$ cat src/hdl/tpem_pkg.sv
// ----------------------------------------------------------------------------
// tpem_pkg
// Shared widths, codes, reset values and control types of the energy meter.
// ----------------------------------------------------------------------------
package tpem_pkg;

  localparam int SAMPLE_BITS = 16;
  localparam int TICK_BITS   = 48;
  localparam int ENERGY_BITS = 64;

  localparam int CFG_BITS       = 16;
  localparam int CFG_INDEX_BITS = 2;
  localparam int SCALE_BITS     = 16;
  localparam int DEBOUNCE_BITS  = 16;
  localparam int FRAC_BITS      = 16;
  localparam int NUMBER_BITS    = 16;
  localparam int STAMP_BITS     = 48;
  localparam int COUNT_BITS     = 32;
  localparam int SUM_BITS       = 64;

  localparam int PROD_BITS  = 2 * SAMPLE_BITS;
  localparam int POWER_BITS = PROD_BITS + SCALE_BITS + 1;
  localparam int QUOT_BITS  = POWER_BITS - FRAC_BITS;
  localparam int ADD_BITS   = ((ENERGY_BITS > QUOT_BITS) ? ENERGY_BITS : QUOT_BITS) + 1;

  localparam logic signed [CFG_BITS-1:0]      TRIGGER_HIGH_RESET = 16'sd13107;
  localparam logic signed [CFG_BITS-1:0]      TRIGGER_LOW_RESET  = -16'sd13107;
  localparam logic        [DEBOUNCE_BITS-1:0] DEBOUNCE_RESET     = 16'd1;
  localparam logic        [SCALE_BITS-1:0]    POWER_SCALE_RESET  = 16'd1024;

  typedef enum logic [1:0] {
    MODE_IDLE,
    MODE_ARMED,
    MODE_TRACE,
    MODE_STOPPING
  } mode_t;

  typedef enum logic [1:0] {
    ST_WAIT,
    ST_MUL,
    ST_SCALE,
    ST_COMMIT
  } ctrl_state_t;

  typedef enum logic [CFG_INDEX_BITS-1:0] {
    CFG_TRIGGER_HIGH,
    CFG_TRIGGER_LOW,
    CFG_DEBOUNCE,
    CFG_POWER_SCALE
  } cfg_index_t;

  typedef enum logic {
    EVENT_START,
    EVENT_END
  } event_kind_t;

  typedef struct packed {
    logic ready;
    logic load;
    logic mul;
    logic scale;
    logic commit;
  } ctrl_cmd_t;

  typedef struct packed {
    logic event_hit;
    logic out_full;
    logic out_taken;
  } dpath_status_t;

endpackage

$ cat src/hdl/tpem_sample_if.sv
// ----------------------------------------------------------------------------
// tpem_sample_if
// Request channel carrying one shunt, supply and trigger sample set.
// ----------------------------------------------------------------------------
interface tpem_sample_if;
  logic                                   valid;
  logic                                   ready;
  logic signed [tpem_pkg::SAMPLE_BITS-1:0] shunt_sample;
  logic signed [tpem_pkg::SAMPLE_BITS-1:0] supply_sample;
  logic signed [tpem_pkg::SAMPLE_BITS-1:0] trigger_sample;

  modport source (output valid, output shunt_sample, output supply_sample,
                  output trigger_sample, input ready);
  modport sink   (input valid, input shunt_sample, input supply_sample,
                  input trigger_sample, output ready);
endinterface

$ cat src/hdl/tpem_event_if.sv
// ----------------------------------------------------------------------------
// tpem_event_if
// Request channel carrying one trace start or trace end event.
// ----------------------------------------------------------------------------
interface tpem_event_if;
  logic                                   valid;
  logic                                   ready;
  logic                                   event_kind;
  logic        [tpem_pkg::NUMBER_BITS-1:0] trace_number;
  logic        [tpem_pkg::STAMP_BITS-1:0]  tick_stamp;
  logic        [tpem_pkg::COUNT_BITS-1:0]  trace_samples;
  logic signed [tpem_pkg::SUM_BITS-1:0]    energy_sum;

  modport source (output valid, output event_kind, output trace_number,
                  output tick_stamp, output trace_samples, output energy_sum,
                  input ready);
  modport sink   (input valid, input event_kind, input trace_number,
                  input tick_stamp, input trace_samples, input energy_sum,
                  output ready);
endinterface

$ cat src/hdl/tpem_ctrl.sv
// ----------------------------------------------------------------------------
// tpem_ctrl
// Sequencer: accept, multiply, scale, commit; hold commit while output full.
// ----------------------------------------------------------------------------
module tpem_ctrl (
  input  logic                    clk,
  input  logic                    rst,
  input  logic                    in_valid,
  input  tpem_pkg::dpath_status_t status,
  output tpem_pkg::ctrl_cmd_t     cmd
);

  tpem_pkg::ctrl_state_t state;
  tpem_pkg::ctrl_state_t state_next;
  logic                  stall;

  assign stall = status.event_hit && status.out_full && !status.out_taken;

  always_ff @(posedge clk) begin
    if (rst) begin
      state <= tpem_pkg::ST_WAIT;
    end else begin
      state <= state_next;
    end
  end

  always_comb begin
    state_next = state;
    unique case (state)
      tpem_pkg::ST_WAIT: begin
        if (in_valid) state_next = tpem_pkg::ST_MUL;
      end
      tpem_pkg::ST_MUL: begin
        state_next = tpem_pkg::ST_SCALE;
      end
      tpem_pkg::ST_SCALE: begin
        state_next = tpem_pkg::ST_COMMIT;
      end
      tpem_pkg::ST_COMMIT: begin
        if (!stall) state_next = tpem_pkg::ST_WAIT;
      end
      default: begin
        state_next = tpem_pkg::ST_WAIT;
      end
    endcase
  end

  always_comb begin
    cmd.ready  = (state == tpem_pkg::ST_WAIT);
    cmd.load   = (state == tpem_pkg::ST_WAIT) && in_valid;
    cmd.mul    = (state == tpem_pkg::ST_MUL);
    cmd.scale  = (state == tpem_pkg::ST_SCALE);
    cmd.commit = (state == tpem_pkg::ST_COMMIT) && !stall;
  end

endmodule

$ cat src/hdl/tpem_dpath.sv
// ----------------------------------------------------------------------------
// tpem_dpath
// Config registers, power multiplier, trace mode, accumulators, event register.
// ----------------------------------------------------------------------------
module tpem_dpath (
  input  logic                                    clk,
  input  logic                                    rst,
  input  tpem_pkg::ctrl_cmd_t                     cmd,
  output tpem_pkg::dpath_status_t                 status,
  input  logic                                    cfg_wr_en,
  input  logic [tpem_pkg::CFG_INDEX_BITS-1:0]     cfg_index,
  input  logic [tpem_pkg::CFG_BITS-1:0]           cfg_data,
  input  logic signed [tpem_pkg::SAMPLE_BITS-1:0] shunt_sample,
  input  logic signed [tpem_pkg::SAMPLE_BITS-1:0] supply_sample,
  input  logic signed [tpem_pkg::SAMPLE_BITS-1:0] trigger_sample,
  tpem_event_if.source                            events
);

  localparam int AB = tpem_pkg::ADD_BITS;
  localparam int EB = tpem_pkg::ENERGY_BITS;
  localparam int CB = tpem_pkg::COUNT_BITS;

  logic signed [tpem_pkg::CFG_BITS-1:0]      trigger_high;
  logic signed [tpem_pkg::CFG_BITS-1:0]      trigger_low;
  logic        [tpem_pkg::DEBOUNCE_BITS-1:0] debounce_count;
  logic        [tpem_pkg::SCALE_BITS-1:0]    power_scale;

  logic signed [tpem_pkg::SAMPLE_BITS-1:0] shunt_r;
  logic signed [tpem_pkg::SAMPLE_BITS-1:0] supply_r;
  logic signed [tpem_pkg::SAMPLE_BITS-1:0] trig_r;
  logic signed [tpem_pkg::PROD_BITS-1:0]   prod_r;
  logic signed [tpem_pkg::POWER_BITS-1:0]  power_r;
  logic signed [tpem_pkg::QUOT_BITS-1:0]   quot;

  tpem_pkg::mode_t                      mode;
  tpem_pkg::mode_t                      mode_next;
  logic [tpem_pkg::DEBOUNCE_BITS-1:0]   high_run;
  logic [tpem_pkg::DEBOUNCE_BITS-1:0]   high_run_next;
  logic [tpem_pkg::DEBOUNCE_BITS:0]     run_inc;
  logic [tpem_pkg::TICK_BITS-1:0]       tick_count;
  logic [tpem_pkg::NUMBER_BITS-1:0]     trace_count;
  logic [CB-1:0]                        sample_count;
  logic [CB-1:0]                        sample_count_next;
  logic [CB-1:0]                        count_base;
  logic signed [EB-1:0]                 energy_acc;
  logic signed [EB-1:0]                 energy_next;
  logic signed [EB-1:0]                 energy_base;
  logic signed [AB-1:0]                 energy_wide;
  logic signed [AB-1:0]                 energy_max;
  logic signed [AB-1:0]                 energy_min;

  logic hi;
  logic lo;
  logic pass;
  logic event_hit;
  logic event_end;
  logic clear_acc;
  logic out_valid;

  assign quot       = power_r[tpem_pkg::POWER_BITS-1:tpem_pkg::FRAC_BITS];
  assign hi         = trig_r > trigger_high;
  assign lo         = trig_r < trigger_low;
  assign run_inc    = {1'b0, high_run} + 1'b1;
  assign pass       = run_inc > {1'b0, debounce_count};
  assign energy_max = AB'(signed'({1'b0, {(EB-1){1'b1}}}));
  assign energy_min = ~energy_max;

  always_ff @(posedge clk) begin
    if (rst) begin
      trigger_high   <= tpem_pkg::TRIGGER_HIGH_RESET;
      trigger_low    <= tpem_pkg::TRIGGER_LOW_RESET;
      debounce_count <= tpem_pkg::DEBOUNCE_RESET;
      power_scale    <= tpem_pkg::POWER_SCALE_RESET;
    end else if (cfg_wr_en) begin
      unique case (tpem_pkg::cfg_index_t'(cfg_index))
        tpem_pkg::CFG_TRIGGER_HIGH: trigger_high   <= signed'(cfg_data);
        tpem_pkg::CFG_TRIGGER_LOW:  trigger_low    <= signed'(cfg_data);
        tpem_pkg::CFG_DEBOUNCE:     debounce_count <= cfg_data;
        tpem_pkg::CFG_POWER_SCALE:  power_scale    <= cfg_data;
        default: begin
        end
      endcase
    end
  end

  always_ff @(posedge clk) begin
    if (cmd.load) begin
      shunt_r  <= shunt_sample;
      supply_r <= supply_sample;
      trig_r   <= trigger_sample;
    end
    if (cmd.mul) begin
      prod_r <= shunt_r * supply_r;
    end
    if (cmd.scale) begin
      power_r <= tpem_pkg::POWER_BITS'(prod_r) *
                 tpem_pkg::POWER_BITS'(signed'({1'b0, power_scale}));
    end
  end

  // Trace mode decision for the held sample
  always_comb begin
    mode_next     = mode;
    high_run_next = high_run;
    event_hit     = 1'b0;
    event_end     = 1'b0;
    clear_acc     = 1'b0;
    unique case (mode)
      tpem_pkg::MODE_IDLE: begin
        if (hi) begin
          high_run_next = pass ? '0 : run_inc[tpem_pkg::DEBOUNCE_BITS-1:0];
          if (pass) mode_next = tpem_pkg::MODE_ARMED;
        end
      end
      tpem_pkg::MODE_ARMED: begin
        if (lo) begin
          mode_next     = tpem_pkg::MODE_TRACE;
          high_run_next = '0;
          clear_acc     = 1'b1;
          event_hit     = 1'b1;
        end
      end
      tpem_pkg::MODE_TRACE: begin
        if (hi) begin
          high_run_next = pass ? '0 : run_inc[tpem_pkg::DEBOUNCE_BITS-1:0];
          if (pass) begin
            mode_next = tpem_pkg::MODE_STOPPING;
            event_hit = 1'b1;
            event_end = 1'b1;
          end
        end
      end
      tpem_pkg::MODE_STOPPING: begin
        if (lo) begin
          mode_next     = tpem_pkg::MODE_IDLE;
          high_run_next = '0;
        end
      end
      default: begin
        mode_next = tpem_pkg::MODE_IDLE;
      end
    endcase
  end

  // Saturating accumulation while in trace
  always_comb begin
    energy_base = clear_acc ? '0 : energy_acc;
    count_base  = clear_acc ? '0 : sample_count;
    energy_wide = AB'(energy_base) + AB'(quot);
    energy_next = energy_base;
    sample_count_next = count_base;
    if (mode_next == tpem_pkg::MODE_TRACE) begin
      priority if (energy_wide > energy_max) begin
        energy_next = EB'(energy_max);
      end else if (energy_wide < energy_min) begin
        energy_next = EB'(energy_min);
      end else begin
        energy_next = EB'(energy_wide);
      end
      if (count_base != {CB{1'b1}}) sample_count_next = count_base + 1'b1;
    end
  end

  always_ff @(posedge clk) begin
    if (rst) begin
      mode         <= tpem_pkg::MODE_IDLE;
      high_run     <= '0;
      tick_count   <= '0;
      trace_count  <= '0;
      sample_count <= '0;
      energy_acc   <= '0;
    end else if (cmd.commit) begin
      mode         <= mode_next;
      high_run     <= high_run_next;
      tick_count   <= tick_count + 1'b1;
      sample_count <= sample_count_next;
      energy_acc   <= energy_next;
      if (event_end) trace_count <= trace_count + 1'b1;
    end
  end

  // Event register
  always_ff @(posedge clk) begin
    if (rst) begin
      out_valid <= 1'b0;
    end else if (cmd.commit && event_hit) begin
      out_valid <= 1'b1;
    end else if (events.ready) begin
      out_valid <= 1'b0;
    end
  end

  always_ff @(posedge clk) begin
    if (cmd.commit && event_hit) begin
      events.event_kind    <= event_end;
      events.trace_number  <= trace_count;
      events.tick_stamp    <= tpem_pkg::STAMP_BITS'(tick_count);
      events.trace_samples <= event_end ? sample_count : '0;
      events.energy_sum    <= event_end ? tpem_pkg::SUM_BITS'(energy_acc) : '0;
    end
  end

  assign events.valid     = out_valid;
  assign status.event_hit = event_hit;
  assign status.out_full  = out_valid;
  assign status.out_taken = events.ready;

  a_start_zero: assert property (@(posedge clk) disable iff (rst)
    (events.valid && events.event_kind == tpem_pkg::EVENT_START) |->
      (events.trace_samples == '0 && events.energy_sum == '0))
    else $error("start event with non-zero totals");

  a_energy_hold: assert property (@(posedge clk) disable iff (rst)
    !cmd.commit |=> $stable(energy_acc))
    else $error("energy sum moved outside commit");

  a_event_source: assert property (@(posedge clk) disable iff (rst)
    $rose(events.valid) |-> $past(cmd.commit))
    else $error("event raised without commit");

endmodule

$ cat src/hdl/triggered_power_trace_energy_meter_top.sv
// ----------------------------------------------------------------------------
// triggered_power_trace_energy_meter_top
// Trigger-framed power trace meter: trace start/end events with energy totals.
// ----------------------------------------------------------------------------
// Sequence: an accepted sample set passes the multiply, scale and commit
//   states and any event is loaded into the event register on commit; a new
//   set waits for commit, held on an event while an earlier one is not taken.
// Reset: synchronous rst clears mode, counters, sums and the event register
//   and loads the configuration reset values.
module triggered_power_trace_energy_meter_top (
  input  logic                                clk,
  input  logic                                rst,
  input  logic                                cfg_wr_en,
  input  logic [tpem_pkg::CFG_INDEX_BITS-1:0] cfg_index,
  input  logic [tpem_pkg::CFG_BITS-1:0]       cfg_data,
  tpem_sample_if.sink                         samples,
  tpem_event_if.source                        events
);

  tpem_pkg::ctrl_cmd_t     cmd;
  tpem_pkg::dpath_status_t status;

  assign samples.ready = cmd.ready;

  tpem_ctrl u_ctrl (
    .clk      (clk),
    .rst      (rst),
    .in_valid (samples.valid),
    .status   (status),
    .cmd      (cmd)
  );

  tpem_dpath u_dpath (
    .clk            (clk),
    .rst            (rst),
    .cmd            (cmd),
    .status         (status),
    .cfg_wr_en      (cfg_wr_en),
    .cfg_index      (cfg_index),
    .cfg_data       (cfg_data),
    .shunt_sample   (samples.shunt_sample),
    .supply_sample  (samples.supply_sample),
    .trigger_sample (samples.trigger_sample),
    .events         (events)
  );

endmodule

$ cat src/flat_wrapper.sv
// flat-port wrapper written by rule: the top's interface ports become plain ports
module triggered_power_trace_energy_meter_top_flat 
  (clk, rst, cfg_wr_en, cfg_index, cfg_data, samples_valid, samples_shunt_sample, samples_supply_sample, samples_trigger_sample, samples_ready, events_valid, events_event_kind, events_trace_number, events_tick_stamp, events_trace_samples, events_energy_sum, events_ready);
  tpem_sample_if samples_i ();
  tpem_event_if events_i ();
  input  logic clk;
  input  logic rst;
  input  logic cfg_wr_en;
  input  logic [tpem_pkg::CFG_INDEX_BITS-1:0] cfg_index;
  input  logic [tpem_pkg::CFG_BITS-1:0] cfg_data;
  input wire logic [$bits(samples_i.valid)-1:0] samples_valid;
  input wire logic [$bits(samples_i.shunt_sample)-1:0] samples_shunt_sample;
  input wire logic [$bits(samples_i.supply_sample)-1:0] samples_supply_sample;
  input wire logic [$bits(samples_i.trigger_sample)-1:0] samples_trigger_sample;
  output wire logic [$bits(samples_i.ready)-1:0] samples_ready;
  output wire logic [$bits(events_i.valid)-1:0] events_valid;
  output wire logic [$bits(events_i.event_kind)-1:0] events_event_kind;
  output wire logic [$bits(events_i.trace_number)-1:0] events_trace_number;
  output wire logic [$bits(events_i.tick_stamp)-1:0] events_tick_stamp;
  output wire logic [$bits(events_i.trace_samples)-1:0] events_trace_samples;
  output wire logic [$bits(events_i.energy_sum)-1:0] events_energy_sum;
  input wire logic [$bits(events_i.ready)-1:0] events_ready;
  assign samples_i.valid = samples_valid;
  assign samples_i.shunt_sample = samples_shunt_sample;
  assign samples_i.supply_sample = samples_supply_sample;
  assign samples_i.trigger_sample = samples_trigger_sample;
  assign samples_ready = samples_i.ready;
  assign events_valid = events_i.valid;
  assign events_event_kind = events_i.event_kind;
  assign events_trace_number = events_i.trace_number;
  assign events_tick_stamp = events_i.tick_stamp;
  assign events_trace_samples = events_i.trace_samples;
  assign events_energy_sum = events_i.energy_sum;
  assign events_i.ready = events_ready;
  triggered_power_trace_energy_meter_top u_core (.clk(clk), .rst(rst), .cfg_wr_en(cfg_wr_en), .cfg_index(cfg_index), .cfg_data(cfg_data), .samples(samples_i), .events(events_i));
endmodule
$ cat config.mk
export PLATFORM = sky130hd
export DESIGN_NAME = triggered_power_trace_energy_meter_top_flat
export DESIGN_NICKNAME = d
export VERILOG_FILES = /design/src/hdl/tpem_pkg.sv /design/src/hdl/tpem_sample_if.sv /design/src/hdl/tpem_event_if.sv /design/src/hdl/tpem_ctrl.sv /design/src/hdl/tpem_dpath.sv /design/src/hdl/triggered_power_trace_energy_meter_top.sv /design/src/flat_wrapper.sv
export SDC_FILE = /design/constraint.sdc
export NUM_CORES = 2
export LEC_CHECK = 0
export BUFFER_PORTS_ARGS = -buffer_cell sky130_fd_sc_hd__clkbuf_2
export CORE_MARGIN = 2
export CORE_UTILIZATION = 50
export CTS_CLUSTER_DIAMETER = 120
export DETAILED_ROUTE_END_ITERATION = 16
export PLACE_DENSITY = 0.65
export SYNTH_ARGS = -nofsm -noshare
export SYNTH_HDL_FRONTEND = slang
export SYNTH_HIERARCHICAL = 1
export SYNTH_SLANG_ARGS = --single-unit
$ cat constraint.sdc
create_clock -name clk -period 9.1 [get_ports clk]
set_input_delay 0.455 -clock clk [delete_from_list [all_inputs] [get_ports clk]]
set_output_delay 0.455 -clock clk [all_outputs]
set_load 0.1 [all_outputs]
==> results.md <==
### Outcome
- status: finished, final reports clean

### Detailed routing
- DRC violation count after routing: 0
- number of vias per cell: 5.34
- wire length per cell: 17.9 um
- vias: 37500
- Routed Wire Length: 126 mm
- count of TritonRoute iterations in the first routing pass: 6
- Post-DRT Antenna Nets: 0
- Detailed Route Iter0 Violations: 2485

### Setup path
- maximum fanout count along the critical path: 18
- WS Path Type: register to register
- reg-to-reg setup timing slack: 1790 ps
- sort of element at the end of the critical path: register
- cell count of the worst reg-to-reg path: 22
- most prevalent standard cell on the critical path: sky130_fd_sc_hd__fa_1
- Worst EP arrival: 7690 ps
- start point of the critical path: u_core/u_dpath/power_scale[4]
- cells along the critical path: buf_4, nand2_1, fa_1, inv_1, fa_1, inv_1, fa_1, fa_1, inv_1, fa_1, fa_1, ha_1, a21o_1, a211oi_1, a21boi_0, a221oi_2, a21boi_0, o21ai_0, and2_1, o21a_1, nor3_1, nor2_1
- reg-to-reg critical path endpoint: u_core/u_dpath/power_r[29]
- CP max stage delay: 750 ps
- critical path data required time: 9480 ps
- library cell contributing the largest single delay on the critical path: sky130_fd_sc_hd__dfxtp_1
- RR Startpoint: u_core/u_dpath/power_scale[4]
- startpoint kind of the worst setup timing path: register

### Timing
- top achievable clock speed: 0.137 GHz
- period utilisation layout: 80.4%
- min Tclk post-route: 7310 ps
- worst-margin pin slew: 1280 ps
- number of hold-slack violations in the final timing report: 0
- final sum of negative setup slack: 0 ps
- final clock skew: 60.8 ps
- Relative slew margins: 14.8%
- final setup fails: 0
- max-slew violation count: 0
- unrepaired setup endpoints after global routing: false
- PnR worst setup slack: 1790 ps

### Clock tree
- Clk pin slew, worst setup/hold paths: 70 ps
- clock tree buffer depth: 3
- maximum level of the CTS H-tree: 2
- Sinks on Clock Net: 519
- CTS tree: built
- Worst-Skew Late Latency: 680 ps
- Clock Tree Root: sky130_fd_sc_hd__clkbuf_16
- Inserted Clock Buffers: 57
- count of buffers added by post-CTS timing repair for setup: 0

### Logic synthesis
- share of the yosys chip area belonging to registers: 25.3%
- dominant cell type by area after synthesis: sky130_fd_sc_hd__fa_1
- post-synth top area share: 28.9%
- Post-Synthesis Net Count: 6616
- Yosys warnings: 6
- Post-synth EDFFs: 274
- post-synthesis async set-or-reset flop share: 0%
- mapped cell area: 51900 um2
- number of instances in the synthesized netlist: 5474
- synth top area cells: sky130_fd_sc_hd__fa_1, sky130_fd_sc_hd__edfxtp_1, sky130_fd_sc_hd__dfxtp_1
- distinct cell type count of the synthesized netlist: 98
- top cells by instance count after synthesis: sky130_fd_sc_hd__inv_1, sky130_fd_sc_hd__nand2_1, sky130_fd_sc_hd__fa_1
- library cell with the highest instance count after synthesis: sky130_fd_sc_hd__inv_1
- number of register bits inferred by synthesis: 519
- Mean Syn Cell Area: 9.48 um2
- prevailing post-synth register cell: sky130_fd_sc_hd__edfxtp_1

### Placement
- minimum setup slack after placement: 1840 ps
- number of cells after detailed placement: 6876
- half-perimeter wire length after detailed placement: 96.7 mm
- Final Wtd Congestion: 0.909
- Port Buffers: 233

### Global routing
- via count of the first global-routing pass: 38200
- sum of overflow across all layers after global routing: 0
- maximum number of pins on one net before global-route repair: 127
- overall track demand over capacity in global routing: 24.0%
- global-route wire length before repair: 206 mm
- antenna violations before repair: 2

### Hold path
- path class of the lowest-slack min-delay path: primary input to register
- HP Start: cfg_data[15]
- Worst Hold Path EP: u_core/u_dpath/power_scale[15]
- Hold Path Depth: 3

### Floorplan
- Initial Util: 50.3%
- Die Span Y: 326 um
- Std-Cell Core Area: 103000 um2
- number of core rows: 118
- die width: 326 um
- DIE AREA: 106000 um2
- boundary pin count: 234

### Final layout
- number of standard cells in the final layout excluding fillers: 7032
- Area growth, synth to finish: 8.88%
- share of post-route cells with drive strength above 1: 7.33%
- total of fill cells in the finished design: 9260
- number of nets in the finished design: 6744

### Flow run
- max-cap violation count: 0

critical path, delay by kind of cell, from the launching register on:
kind                       cells  cell delay (ps)
adders and majority gates      7             3270
and+or+nand+nor                4              540
AOI/OAI and AO/OA              7             1930
buffers and inverters          4              520
DFF                            1              750
flip-flops by register name, indices dropped and copies added (netlist names):
register / count
u_core/u_dpath/debounce_count: 16
u_core/u_dpath/trig_r: 16
u_core/u_dpath/shunt_r: 16
u_core/u_dpath/trigger_low: 16
u_core/u_dpath/energy_acc: 64
u_core/u_dpath/high_run: 16
u_core/u_dpath/prod_r: 32
u_core/u_dpath/events.trace_number: 16
u_core/u_dpath/trigger_high: 16
u_core/u_dpath/supply_r: 16
u_core/u_dpath/events.tick_stamp: 48
u_core/u_dpath/tick_count: 48
u_core/u_dpath/power_r: 33
u_core/u_dpath/power_scale: 16
u_core/u_dpath/events.valid: 1
u_core/u_dpath/events.event_kind: 1
u_core/u_dpath/mode: 2
u_core/u_ctrl/state: 2
u_core/u_dpath/events.energy_sum: 64
u_core/u_dpath/sample_count: 32
u_core/u_dpath/trace_count: 16
u_core/u_dpath/events.trace_samples: 32
cells in the final DEF (no fill, tap or decap), types with 9 or more instances in the layout:
cell                            count
sky130_fd_sc_hd__nand4_1           57
sky130_fd_sc_hd__or3_1             20
sky130_fd_sc_hd__nor2_1           225
sky130_fd_sc_hd__o21a_1            29
sky130_fd_sc_hd__a21o_1            60
sky130_fd_sc_hd__dlygate4sd3_1     47
sky130_fd_sc_hd__edfxtp_1         274
sky130_fd_sc_hd__a21oi_1          293
sky130_fd_sc_hd__and3_1            44
sky130_fd_sc_hd__a211oi_1          37
sky130_fd_sc_hd__nand3b_1          21
sky130_fd_sc_hd__o21bai_1          23
sky130_fd_sc_hd__clkbuf_1          14
sky130_fd_sc_hd__nand3_1           71
sky130_fd_sc_hd__xnor2_1          104
sky130_fd_sc_hd__buf_4             29
sky130_fd_sc_hd__ha_1             321
sky130_fd_sc_hd__o21ai_0          143
sky130_fd_sc_hd__nand2_1          768
sky130_fd_sc_hd__dfxtp_1          245
sky130_fd_sc_hd__a31oi_1           14
sky130_fd_sc_hd__and4_1            19
sky130_fd_sc_hd__inv_1            872
sky130_fd_sc_hd__o21ai_1           16
sky130_fd_sc_hd__xor2_1            93
sky130_fd_sc_hd__nor3_1            42
sky130_fd_sc_hd__nand2b_1          34
sky130_fd_sc_hd__clkinv_2           9
sky130_fd_sc_hd__fa_1             750
sky130_fd_sc_hd__nor2b_1           23
sky130_fd_sc_hd__clkbuf_16         57
sky130_fd_sc_hd__and2_1           458
sky130_fd_sc_hd__a21boi_0          10
sky130_fd_sc_hd__o211ai_1          15
sky130_fd_sc_hd__clkbuf_2         232
stage by stage:
step	cell area (um2)	util, %	hold slack (ps)
floorplan	51900	-	408
global placement	54000	52.4	422
detailed placement	54000	52.4	419
CTS	56500	54.7	9.80
global route	56500	54.7	36.1
finish	56500	54.7	67.7
repair_timing:
action                    CTS  global route
gates resized for setup     0             0
hold endpoints to repair   47             0
hold buffers               47             0
routing by layer:
metal  wire (um)  track usage [%]
met1       55400             33.0
met2       60300             39.6
met3        7300             3.90
met4        3150             6.34
met5           7                0
worst max-delay path by stage:
stage               cells after the start                                   to
floorplan                              21  u_core/u_dpath/events.energy_sum[0]
global placement                       19           u_core/u_dpath/power_r[48]
detailed placement                     21           u_core/u_dpath/power_r[47]
CTS                                    21           u_core/u_dpath/power_r[47]
global route                           21           u_core/u_dpath/power_r[47]
finish                                 22           u_core/u_dpath/power_r[29]
kinds of logic after synthesis:
kind of cell	synth area share, %
AOI/OAI and AO/OA	8.88
xor gates and xnor gates	3.33
adders and majority gates	36.7
buffers and inverters	8.26
DFF	25.3
muxes	0.0796
and+or+nand+nor	17.4
final cells by class:
cell class	instances	area, um2	area share, %
Timing Repair Buffer	310	1880	3.33
Multi-Input combinational cell	3841	34500	61.1
Clock inverter	31	393	0.696
Tap cell	1380	1730	3.06
Inverter	873	3290	5.83
Clock buffer	77	1560	2.77
Sequential cell	519	13100	23.3
Antenna cell	1	2.50	0.00443
Power is not shown: default switching activity piles up to over one toggle a cycle in this logic, so the estimate is an artifact.
